## src/hw/rtl/gcbp_pkg.sv

```systemverilog
// Shared constants for the Golomb codeword bit packer.
package gcbp_pkg;

	localparam int DEFAULT_MAX_FIELD_BITS = 32;

	localparam int IN_TDATA_W  = 48;
	localparam int OUT_TDATA_W = 8;

	localparam int CODE_W = 32;
	localparam int LEN_W  = 6;

	localparam logic REQ_APPEND = 1'b0;
	localparam logic REQ_FLUSH  = 1'b1;

endpackage

```

## src/hw/rtl/gcbp_front.sv

```systemverilog
// Front end: accepts requests, clamps lengths and builds a left-aligned bit job.
module gcbp_front #(
	parameter int MAX_FIELD_BITS = gcbp_pkg::DEFAULT_MAX_FIELD_BITS,
	localparam int W  = 2 * MAX_FIELD_BITS,
	localparam int LW = $clog2(W + 1),
	localparam int JW = 1 + LW + W
) (
	input  logic                             clk,
	input  logic                             arst_n,
	input  logic                             s_tvalid,
	output logic                             s_tready,
	input  logic [gcbp_pkg::IN_TDATA_W-1:0]  s_tdata,
	input  logic                             s_tuser,
	output logic                             job_valid,
	input  logic                             job_ready,
	output logic [JW-1:0]                    job_data
);
	import gcbp_pkg::*;

	localparam int CW = $clog2(MAX_FIELD_BITS + 1);

	logic [CODE_W-1:0] code_value;
	logic [LEN_W-1:0]  value_bits;
	logic [LEN_W-1:0]  unary_length;
	logic [CW-1:0]     vb;
	logic [CW-1:0]     ub;
	logic [CODE_W-1:0] mask;
	logic [CODE_W-1:0] masked;
	logic [W+CODE_W-1:0] wide;
	logic [LW-1:0]     sh_val;
	logic [LW-1:0]     sh_un;
	logic [W-1:0]      word;
	logic [LW-1:0]     len;
	logic [JW-1:0]     job;
	logic              accept;
	logic              job_valid_q;
	logic [JW-1:0]     job_data_q;

	assign code_value   = s_tdata[CODE_W-1:0];
	assign value_bits   = s_tdata[CODE_W+LEN_W-1:CODE_W];
	assign unary_length = s_tdata[CODE_W+2*LEN_W-1:CODE_W+LEN_W];

	always_comb begin
		if (32'(value_bits) > 32'(MAX_FIELD_BITS)) begin
			vb = CW'(MAX_FIELD_BITS);
		end else begin
			vb = CW'(value_bits);
		end
		if (32'(unary_length) > 32'(MAX_FIELD_BITS)) begin
			ub = CW'(MAX_FIELD_BITS);
		end else begin
			ub = CW'(unary_length);
		end
		if (32'(vb) >= 32'(CODE_W)) begin
			mask = '1;
		end else begin
			mask = (CODE_W'(1) << vb) - CODE_W'(1);
		end
		masked = code_value & mask;
		sh_val = LW'(W - 32'(vb));
		sh_un  = LW'(W - 32'(vb) - 32'(ub));
		wide   = (W + CODE_W)'(masked) << sh_val;
		word   = wide[W-1:0];
		if (ub != '0) begin
			word = word | (W'(1) << sh_un);
		end
		len = LW'(vb) + LW'(ub);
		if (s_tuser == REQ_FLUSH) begin
			job = {REQ_FLUSH, LW'(0), W'(0)};
		end else begin
			job = {REQ_APPEND, len, word};
		end
	end

	assign s_tready = !job_valid_q || job_ready;
	assign accept   = s_tvalid && s_tready;

	always_ff @(posedge clk or negedge arst_n) begin
		if (!arst_n) begin
			job_valid_q <= 1'b0;
		end else if (accept) begin
			job_valid_q <= 1'b1;
		end else if (job_ready) begin
			job_valid_q <= 1'b0;
		end
	end

	always_ff @(posedge clk) begin
		if (accept) begin
			job_data_q <= job;
		end
	end

	assign job_valid = job_valid_q;
	assign job_data  = job_data_q;

endmodule

```

## src/hw/rtl/gcbp_queue.sv

```systemverilog
// Two-entry job queue between the front end and the byte packer.
module gcbp_queue #(
	parameter int WIDTH = 8
) (
	input  logic             clk,
	input  logic             arst_n,
	input  logic             in_valid,
	output logic             in_ready,
	input  logic [WIDTH-1:0] in_data,
	output logic             out_valid,
	input  logic             out_ready,
	output logic [WIDTH-1:0] out_data
);
	import gcbp_pkg::*;

	logic [WIDTH-1:0] mem_q [2];
	logic             wr_ptr_q;
	logic             rd_ptr_q;
	logic [1:0]       count_q;
	logic             push;
	logic             pop;

	assign in_ready  = count_q != 2'd2;
	assign out_valid = count_q != 2'd0;
	assign out_data  = mem_q[rd_ptr_q];
	assign push      = in_valid && in_ready;
	assign pop       = out_valid && out_ready;

	always_ff @(posedge clk or negedge arst_n) begin
		if (!arst_n) begin
			wr_ptr_q <= 1'b0;
			rd_ptr_q <= 1'b0;
			count_q  <= 2'd0;
		end else begin
			if (push) begin
				wr_ptr_q <= !wr_ptr_q;
			end
			if (pop) begin
				rd_ptr_q <= !rd_ptr_q;
			end
			unique case ({push, pop})
				2'b10:   count_q <= count_q + 2'd1;
				2'b01:   count_q <= count_q - 2'd1;
				default: count_q <= count_q;
			endcase
		end
	end

	always_ff @(posedge clk) begin
		if (push) begin
			mem_q[wr_ptr_q] <= in_data;
		end
	end

endmodule

```

## src/hw/rtl/gcbp_back.sv

```systemverilog
// Back end: merges job bits into the pending byte and emits one byte per beat.
module gcbp_back #(
	parameter int MAX_FIELD_BITS = gcbp_pkg::DEFAULT_MAX_FIELD_BITS,
	localparam int W  = 2 * MAX_FIELD_BITS,
	localparam int LW = $clog2(W + 1),
	localparam int JW = 1 + LW + W
) (
	input  logic                              clk,
	input  logic                              arst_n,
	input  logic                              job_valid,
	output logic                              job_ready,
	input  logic [JW-1:0]                     job_data,
	output logic                              m_tvalid,
	input  logic                              m_tready,
	output logic [gcbp_pkg::OUT_TDATA_W-1:0]  m_tdata,
	output logic                              m_tlast
);
	import gcbp_pkg::*;

	localparam int TW = LW + 1;

	logic          busy_q;
	logic          flush_q;
	logic [W-1:0]  word_q;
	logic [LW-1:0] rem_q;
	logic [7:0]    partial_q;
	logic [2:0]    filled_q;
	logic          ov_q;
	logic [7:0]    obyte_q;
	logic          olast_q;

	logic          out_free;
	logic          step;
	logic [TW-1:0] total;
	logic [3:0]    take;
	logic [W-1:0]  shifted;
	logic [7:0]    merged;
	logic [7:0]    new_top;
	logic          emit;
	logic [7:0]    emit_byte;
	logic          emit_last;

	assign out_free  = !ov_q || m_tready;
	assign step      = busy_q && out_free;
	assign job_ready = !busy_q;

	always_comb begin
		total   = TW'(filled_q) + TW'(rem_q);
		take    = 4'd8 - {1'b0, filled_q};
		shifted = word_q << take;
		merged  = partial_q | (word_q[W-1 -: 8] >> filled_q);
		new_top = shifted[W-1 -: 8];
		if (flush_q) begin
			emit      = step && (filled_q != 3'd0);
			emit_byte = partial_q;
			emit_last = 1'b1;
		end else begin
			emit      = step && (total >= TW'(8));
			emit_byte = merged;
			emit_last = total < TW'(16);
		end
	end

	always_ff @(posedge clk or negedge arst_n) begin
		if (!arst_n) begin
			busy_q    <= 1'b0;
			flush_q   <= 1'b0;
			partial_q <= 8'd0;
			filled_q  <= 3'd0;
		end else if (!busy_q) begin
			if (job_valid) begin
				busy_q  <= 1'b1;
				flush_q <= job_data[JW-1];
			end
		end else if (out_free) begin
			if (flush_q) begin
				partial_q <= 8'd0;
				filled_q  <= 3'd0;
				busy_q    <= 1'b0;
			end else if (total >= TW'(16)) begin
				partial_q <= 8'd0;
				filled_q  <= 3'd0;
			end else if (total >= TW'(8)) begin
				partial_q <= new_top;
				filled_q  <= total[2:0];
				busy_q    <= 1'b0;
			end else begin
				partial_q <= merged;
				filled_q  <= total[2:0];
				busy_q    <= 1'b0;
			end
		end
	end

	always_ff @(posedge clk) begin
		if (!busy_q) begin
			word_q <= job_data[W-1:0];
			rem_q  <= job_data[W+LW-1:W];
		end else if (out_free && !flush_q && total >= TW'(16)) begin
			word_q <= shifted;
			rem_q  <= rem_q - LW'(take);
		end
	end

	always_ff @(posedge clk or negedge arst_n) begin
		if (!arst_n) begin
			ov_q <= 1'b0;
		end else if (emit) begin
			ov_q <= 1'b1;
		end else if (m_tready) begin
			ov_q <= 1'b0;
		end
	end

	always_ff @(posedge clk) begin
		if (emit) begin
			obyte_q <= emit_byte;
			olast_q <= emit_last;
		end
	end

	assign m_tvalid = ov_q;
	assign m_tdata  = obyte_q;
	assign m_tlast  = olast_q;

endmodule

```

## src/hw/rtl/golomb_code_bit_packer.sv

```systemverilog
// Top level of the Golomb codeword bit packer.
//
// Input stream (s_*): one beat per request. s_tuser selects append or flush.
// An append adds the low value_bits bits of code_value, most significant first,
// then unary_length-1 zeros and a one; lengths above MAX_FIELD_BITS saturate.
// A flush emits the pending partial byte padded with zeros, if it is not empty.
// Output stream (m_*): one packed byte per beat, first bit in bit 7; m_tlast
// marks the final byte caused by a request. Requests that complete no byte
// produce no beat.
// A request is registered in the front end, waits in a two-entry queue, is
// loaded into the back-end job register and leaves through the output
// register. The packer takes one step per emitted byte, at least one, at one
// byte per cycle while the output register is free, and takes no new job
// until the last job is done.
// Reset empties the queue and clears the pending byte. A stalled receiver holds
// the output register; the packer then stops, the queue and the front register
// fill, and then s_tready drops.
module golomb_code_bit_packer #(
	parameter int MAX_FIELD_BITS = gcbp_pkg::DEFAULT_MAX_FIELD_BITS
) (
	input  logic                              clk,
	input  logic                              arst_n,
	input  logic                              s_tvalid,
	output logic                              s_tready,
	input  logic [gcbp_pkg::IN_TDATA_W-1:0]   s_tdata,  // code_value, value_bits, unary_length
	input  logic                              s_tuser,  // req_type
	output logic                              m_tvalid,
	input  logic                              m_tready,
	output logic [gcbp_pkg::OUT_TDATA_W-1:0]  m_tdata,  // out_byte
	output logic                              m_tlast   // last_of_run
);
	import gcbp_pkg::*;

	localparam int W  = 2 * MAX_FIELD_BITS;
	localparam int LW = $clog2(W + 1);
	localparam int JW = 1 + LW + W;

	logic          fj_valid;
	logic          fj_ready;
	logic [JW-1:0] fj_data;
	logic          bj_valid;
	logic          bj_ready;
	logic [JW-1:0] bj_data;

	gcbp_front #(
		.MAX_FIELD_BITS(MAX_FIELD_BITS)
	) u_front (
		.clk       (clk),
		.arst_n    (arst_n),
		.s_tvalid  (s_tvalid),
		.s_tready  (s_tready),
		.s_tdata   (s_tdata),
		.s_tuser   (s_tuser),
		.job_valid (fj_valid),
		.job_ready (fj_ready),
		.job_data  (fj_data)
	);

	gcbp_queue #(
		.WIDTH(JW)
	) u_queue (
		.clk       (clk),
		.arst_n    (arst_n),
		.in_valid  (fj_valid),
		.in_ready  (fj_ready),
		.in_data   (fj_data),
		.out_valid (bj_valid),
		.out_ready (bj_ready),
		.out_data  (bj_data)
	);

	gcbp_back #(
		.MAX_FIELD_BITS(MAX_FIELD_BITS)
	) u_back (
		.clk       (clk),
		.arst_n    (arst_n),
		.job_valid (bj_valid),
		.job_ready (bj_ready),
		.job_data  (bj_data),
		.m_tvalid  (m_tvalid),
		.m_tready  (m_tready),
		.m_tdata   (m_tdata),
		.m_tlast   (m_tlast)
	);

endmodule
```

## config.mk

```make
export PLATFORM = sky130hd
export DESIGN_NAME = golomb_code_bit_packer
export DESIGN_NICKNAME = d
export VERILOG_FILES = /design/src/hw/rtl/gcbp_pkg.sv /design/src/hw/rtl/gcbp_front.sv /design/src/hw/rtl/gcbp_queue.sv /design/src/hw/rtl/gcbp_back.sv /design/src/hw/rtl/golomb_code_bit_packer.sv
export SDC_FILE = /design/constraint.sdc
export NUM_CORES = 1
export LEC_CHECK = 0
export BUFFER_PORTS_ARGS = -buffer_cell sky130_fd_sc_hd__buf_2
export CORE_MARGIN = 2
export CORE_UTILIZATION = 37
export DETAILED_ROUTE_END_ITERATION = 8
export PLACE_DENSITY = 0.54
export SLEW_MARGIN = 20
export SYNTH_ARGS = -nofsm -noshare
export SYNTH_HDL_FRONTEND = slang
export SYNTH_SLANG_ARGS = --single-unit
```

## constraint.sdc

```tcl
create_clock -name clk -period 7.2 [get_ports clk]
set_clock_uncertainty 0.05 [all_clocks]
set_input_delay 0.36 -clock clk [delete_from_list [all_inputs] [get_ports clk]]
set_output_delay 0.36 -clock clk [all_outputs]
set_load 0.1 [all_outputs]
```

==> flow_summary.toml, run 1 <==
[outcome]
status = "completed"

[cts]
cts_sinks = 315
clk_latency_ps = 530
clk_pin_slew_ps = 60
htree_levels = 2
cts_buffers = 35
cts-root-buf = "clkbuf_16"
clock_path_buffers = 3
cts_resized = 0
tritoncts = "done"

[placed_design]
gp_congestion = 0.929
hpwl_mm = 44.0
portBuffers = 59

[floorplan]
die-width_um = 237
io_pins = 64
dieArea_sq_um = 56200
die_h_um = 237
start_util = 0.374
core_sq_um = 53800
rows = 85

[detailed_routing]
viasPerCell = 6.08
route.detailed.drc = 0
wl_mm = 62.1
wire_per_inst_um = 23.1
via_count = 16400
drtIter0Drc = 1553
firstDrtPassIters = 8
antenna_left = 0

[final_layout]
nets = 2057
drive_above_1_share = 0.135
fillCellCount = 5288
area_growth_pct = 10.2
final_cell_mix = "296 x edfxtp_1, 251 x nand2_1, 143 x nor2_1"
diodes = 0
final_common_cell = "edfxtp_1"
multi_input_area_sq_um = 10000
seqCellArea_sq_um = 9380

[synth]
synth_area_sq_um = 20100
syn_area_per_cell_sq_um = 10.2
yosysWarningCount = 0
synth_cells = 1979
synth_nets = 2065
synth_edf_count = 296
ys_seq_area_frac = 0.466
synthDistinctLibCells = 89
ys.flop_type = "edfxtp_1"
ys_async_sr_fraction = 0.0603
synth-seq-cells = 315

[timing]
grt_setup_unrepaired = "no"
tightestPinTransition_ps = 1020
setup_viol = 0
finalMaxSlewViolations = 0
relSlewSlack = 0.317
timing.fmax_ghz = 0.191
period_share = 0.727
setup-tns-final_ps = 0
hold_viol = 0
period_needed_ps = 5240

[worst_setup_path]
cp.required_ps = 7400
cp_slowest_stage_delay_ps = 690
critPathMaxFanout = 21
endpoint_kind = "flip-flop"
cp-start-kind = "input pin"
cpLargestDelayFamily = "simple AND/OR/NAND/NOR gates"
path_buf_inv = 2
cp_common_cell = "ha_1"
path_cells = "buf_2 > nand2b_1 > ha_1 > ha_1 > or4b_2 > ha_1 > nand2b_1 > a21o_1 > a22oi_1 > buf_4 > mux2_1 > o311a_1 > o31a_1 > mux4_2 > mux2i_1 > o22ai_1"
arrival_ps = 5430
worst-setup-path-type = "input pin to flip-flop"
slowest_stage = "or4b_2"

[power_and_ir_drop]
p_total_mw = 10.6
power_leakage_nw = 7.83
p_per_area_nw_per_um2 = 478
peakVddDrop_uv = 292

[grt]
grt_pass1_vias = 15700
grt_max_degree = 105
grt_overflow = 0
grt_util_all_layers = 0.218
grt_pass1_wl_mm = 95.6
antenna_found_initial = 1

[run]
cap_violations = 0

[hold_path]
hold_path.class = "input pin to asynchronous set/reset pin"
-- layout make-up --
class / count / share of cell area
inverters: 49 / 0.00830
multi-input cells: 1468 / 0.453
repair buffers: 102 / 0.0281
well taps: 696 / 0.0393
clock inverters: 21 / 0.00728
clock buffers: 41 / 0.0414
flip-flops and latches: 315 / 0.423
-- layer usage --
layer / part of all wire / wire, um / vias up / track usage
li1: - / - / 7618 / -
met1: 0.45 / 28100 / 8032 / 0.309
met2: 0.46 / 28500 / 617 / 0.347
met3: 0.055 / 3440 / 113 / 0.0261
met4: 0.033 / 2040 / 0 / 0.0734
met5: 0 / 0 / - / 0
-- per-stage QoR --
stage	hold WS, ps	cells	instance area (sq um)	utilization	worst slack (ps)
finish	260	2692	22200	0.412	1960
detailed placement	278	2628	21100	0.391	1530
CTS	241	2692	22200	0.412	2080
global placement	280	2628	21100	0.391	1520
global route	274	2692	22200	0.412	1840
floorplan	14.4	1979	20100	-	1600
-- flip-flops by register name, summed over array words and instances (netlist names) --
signal / flops
u_queue.mem_q: 144
u_front.job_data: 72
u_back.partial_q: 8
u_back.filled_q: 3
u_front.job_valid: 1
u_back.m_tlast: 1
u_back.flush_q: 1
u_back.word_q: 64
u_queue.wr_ptr_q: 1
u_queue.count_q: 2
u_back.busy_q: 1
u_back.rem_q: 7
u_queue.rd_ptr_q: 1
u_back.m_tvalid: 1
u_back.m_tdata: 8
-- Yosys cell counts, types with 22 or more instances --
| library cell | number | area, sq um |
|---|---|---|
| a211oi_1 | 35 | 263 |
| a21oi_1 | 73 | 365 |
| a31oi_1 | 41 | 257 |
| and3_1 | 25 | 156 |
| buf_1 | 22 | 82.6 |
| clkbuf_1 | 118 | 443 |
| edfxtp_1 | 296 | 8890 |
| ha_1 | 29 | 363 |
| inv_1 | 39 | 146 |
| mux2i_1 | 113 | 1130 |
| mux4_2 | 48 | 1080 |
| nand2_1 | 251 | 942 |
| nand3_1 | 82 | 410 |
| nor2_1 | 144 | 541 |
| nor2b_1 | 34 | 213 |
| nor3_1 | 44 | 220 |
| o211ai_1 | 47 | 353 |
| o21ai_0 | 135 | 676 |
| o22ai_1 | 39 | 244 |
-- cells by family (layout without fill, tap and decap cells) --
kind of cell	count (synthesis)	after routing	share of synthesized area
compound gates	535	535	0.177
xor+xnor	24	24	0.0105
fa+ha+maj	33	33	0.0220
buf+inv	196	213	0.0379
flops	315	315	0.466
mux	182	182	0.122
simple gates	694	694	0.166
-- report_power, final --
part / total [mW] / switching, mW / leakage [nW] / internal, mW
registers: 3.49 / 0.432 / 3.14 / 3.06
clock network: 1.67 / 0.740 / 0.527 / 0.932
logic: 5.43 / 3.45 / 4.16 / 1.98
-- final timing paths --
check | startpoint | endpoint | slack (ps) | cells after the start
hold / removal | arst_n | u_back.m_tvalid | 260 | 2
hold reg to reg | u_front.job_data[66] | u_queue.mem_q[1][66] | 390 | 0
max in group asynchronous | arst_n | u_queue.rd_ptr_q | 6500 | 2
setup reg to reg | u_back.filled_q[0] | u_back.rem_q[6] | 2390 | 13
min in group clk | m_tready | u_back.m_tvalid | 260 | 3
setup / recovery | s_tdata[37] | u_front.job_data[26] | 1960 | 16
-- what timing repair did --
item / CTS / global route
setup buffers: 0 / 0
endpoints found under the hold margin: 20 / 0
hold buffers: 2 / 0
No activity file was read; power rests on OpenSTA's default activity.
==> inputs of run 2 (changes only) <==
ABC_AREA = 1   (was not set)
PLACE_DENSITY = 0.52   (was 0.54)
clock period = 5.1 ns   (was 7.2 ns; I/O delays follow)
==> flow_summary.toml, run 2 <==
[worst_setup_path]
arrival_ps = 4080
r2r_start = "u_back.filled_q[0]"
critPathMaxFanout = 32
r2r_end = "u_back.word_q[38]"
cp.required_ps = 5320
endpoint_kind = "flip-flop"
worst-r2r-setup-slack_ps = 1580
path_buf_inv = 4
cpLargestDelayFamily = "simple AND/OR/NAND/NOR gates"
path_cells = "buf_2 > nor2_2 > inv_1 > buf_4 > ha_1 > nand4_1 > nor2_1 > nor2_4 > inv_1 > nor2_2 > nand3_2 > nor2_1 > nand2_1 > nand3_1 > nand3_1 > nand3_1 > nand3_1 > nand2_1 > o21ai_0 > nand2_1 > nand3_1 > a21oi_1"
cp_common_cell = "nand3_1"
cp-start-kind = "input pin"
slowest_stage = "ha_1"
cp_slowest_stage_delay_ps = 510
reg2reg_depth = 6
worst-setup-path-type = "input pin to flip-flop"

[detailed_routing]
wire_per_inst_um = 19.3
wl_mm = 59.8
antenna_left = 0
firstDrtPassIters = 5
viasPerCell = 5.53
via_count = 17100
drtIter0Drc = 1811
route.detailed.drc = 0

[final_layout]
final_common_cell = "nand2_1"
final_cell_mix = "546 x nand2_1, 418 x nand3_1, 296 x edfxtp_1"
nets = 2473
largest_reg_flops = 144
largest_register = "u_queue.mem_q"
area_growth_pct = 9.32
drive_above_1_share = 0.0789
diodes = 0

[power_and_ir_drop]
power_leakage_nw = 8.49
p_per_area_nw_per_um2 = 627
peakVddDrop_uv = 338
p_total_mw = 13.4

[hold_path]
hold_path.class = "input pin to asynchronous set/reset pin"

[timing]
hold_viol = 0
tightestPinTransition_ps = 1120
period_needed_ps = 3860
setup-tns-final_ps = 0
fin_ws_ps = 1240
finalMaxSlewViolations = 0
setup_viol = 0
grt_setup_unrepaired = "no"
timing.fmax_ghz = 0.259
period_share = 0.757
relSlewSlack = 0.250

[cts]
htree_levels = 1
cts_buffers = 31
cts_resized = 0
clk_pin_slew_ps = 70
clock_path_buffers = 3
clk_latency_ps = 580
cts_sinks = 315
cts-root-buf = "clkbuf_16"
tritoncts = "done"

[synth]
ys_seq_area_frac = 0.481
ys_async_sr_fraction = 0.0603
synth_top_area_share = 0.456
synth-seq-cells = 315
synthTopCellsByCount = "546 x nand2_1, 418 x nand3_1, 296 x edfxtp_1"
synthDistinctLibCells = 55
synth_cells = 2400
yosysWarningCount = 0
syn_area_per_cell_sq_um = 8.11
yosysTopAreaCell = "edfxtp_1"
synth_area_sq_um = 19500
synth_edf_count = 296
ys.flop_type = "edfxtp_1"
yosysMostFrequentCell = "nand2_1"
synth.area.top_cells = "edfxtp_1 46%, nand3_1 11%, nand2_1 11%"
synth_nets = 2486

[grt]
grt_pass1_wl_mm = 93.7
grt_util_all_layers = 0.220
grt_max_degree = 73
grt_overflow = 0
antenna_found_initial = 0
grt_pass1_vias = 16200

[placed_design]
portBuffers = 59
hpwl_mm = 44.5
gp_congestion = 0.899
dp_slack_ps = 711

[floorplan]
start_util = 0.372
die_h_um = 233
dieArea_sq_um = 54500
rows = 84
io_pins = 64
core_sq_um = 52300
die-width_um = 233

[outcome]
status = "completed"

[run]
cap_violations = 0
==> run 2: cell count changes after synthesis, moves of 31 or more <==
cell / before / now
inv_1: 39 / 139
mux2i_1: 113 / 13
mux4_2: 48 / 0
nand2_1: 251 / 546
nand3_1: 82 / 418
nor2_1: 144 / 244
nor2b_1: 34 / 0
o211ai_1: 47 / 16
o21ai_0: 135 / 187
==> run 2: cell families (layout without fill, tap and decap cells) <==
family | after synthesis | in the layout | share of synthesized area
simple gates | 1319 | 1319 | 0.299
compound gates | 405 | 405 | 0.122
flops | 315 | 315 | 0.481
buf+inv | 303 | 312 | 0.0628
fa+ha+maj | 33 | 33 | 0.0227
mux | 13 | 13 | 0.00668
xor+xnor | 12 | 12 | 0.00578
==> run 2: final cells by class <==
class / instances / area [sq um]
clock buffer: 36 / 795
clock inverter: 19 / 128
fill: 5348 / 31100
inverter: 156 / 586
multi-input combinational: 1782 / 8920
sequential: 315 / 9370
tap: 688 / 861
timing repair buffer: 101 / 628
==> run 2: where the power goes <==
group          switching [mW]  leakage [nW]  internal, mW
combinational            4.78          4.93          1.79
clock                   0.955         0.440          1.16
sequential              0.420          3.13          4.25
total                    6.15          8.49          7.20
==> run 2: through the flow <==
stage	util	instance area, sq um	cells	hold WS (ps)
6_report	0.407	21300	3097	120
2_1_floorplan	-	19500	2400	-90.6
3_5_place_dp	0.389	20300	3040	180
4_1_cts	0.407	21300	3097	102
5_1_grt	0.407	21300	3097	142
3_3_place_gp	0.389	20300	3040	175
==> run 2: timing repair <==
action / CTS / global route
setup buffers: 0 / 0
hold endpoints to repair: 20 / 0
hold buffers: 2 / 0
==> run 2: how the worst max path moves through the flow <==
stage / start / to / slack (ps) / depth (start not counted)
after floorplan: u_queue.count_q[1] / u_queue.mem_q[0][0] / 870 / 3
after global placement: s_tdata[37] / u_front.job_data[57] / 750 / 18
after detailed placement: s_tdata[37] / u_front.job_data[57] / 710 / 18
after CTS: s_tdata[37] / u_front.job_data[57] / 1310 / 18
after global routing: s_tdata[37] / u_front.job_data[59] / 880 / 16
final: s_tdata[37] / u_front.job_data[31] / 1240 / 22
==> run 2: per-layer routing <==
metal  vias to the layer above  track usage  share of wire
li1                       8426            -              -
met1                      8101        0.322           0.47
met2                       536        0.354           0.46
met3                        57       0.0176          0.048
met4                         0       0.0489          0.021
met5                         -            0              0
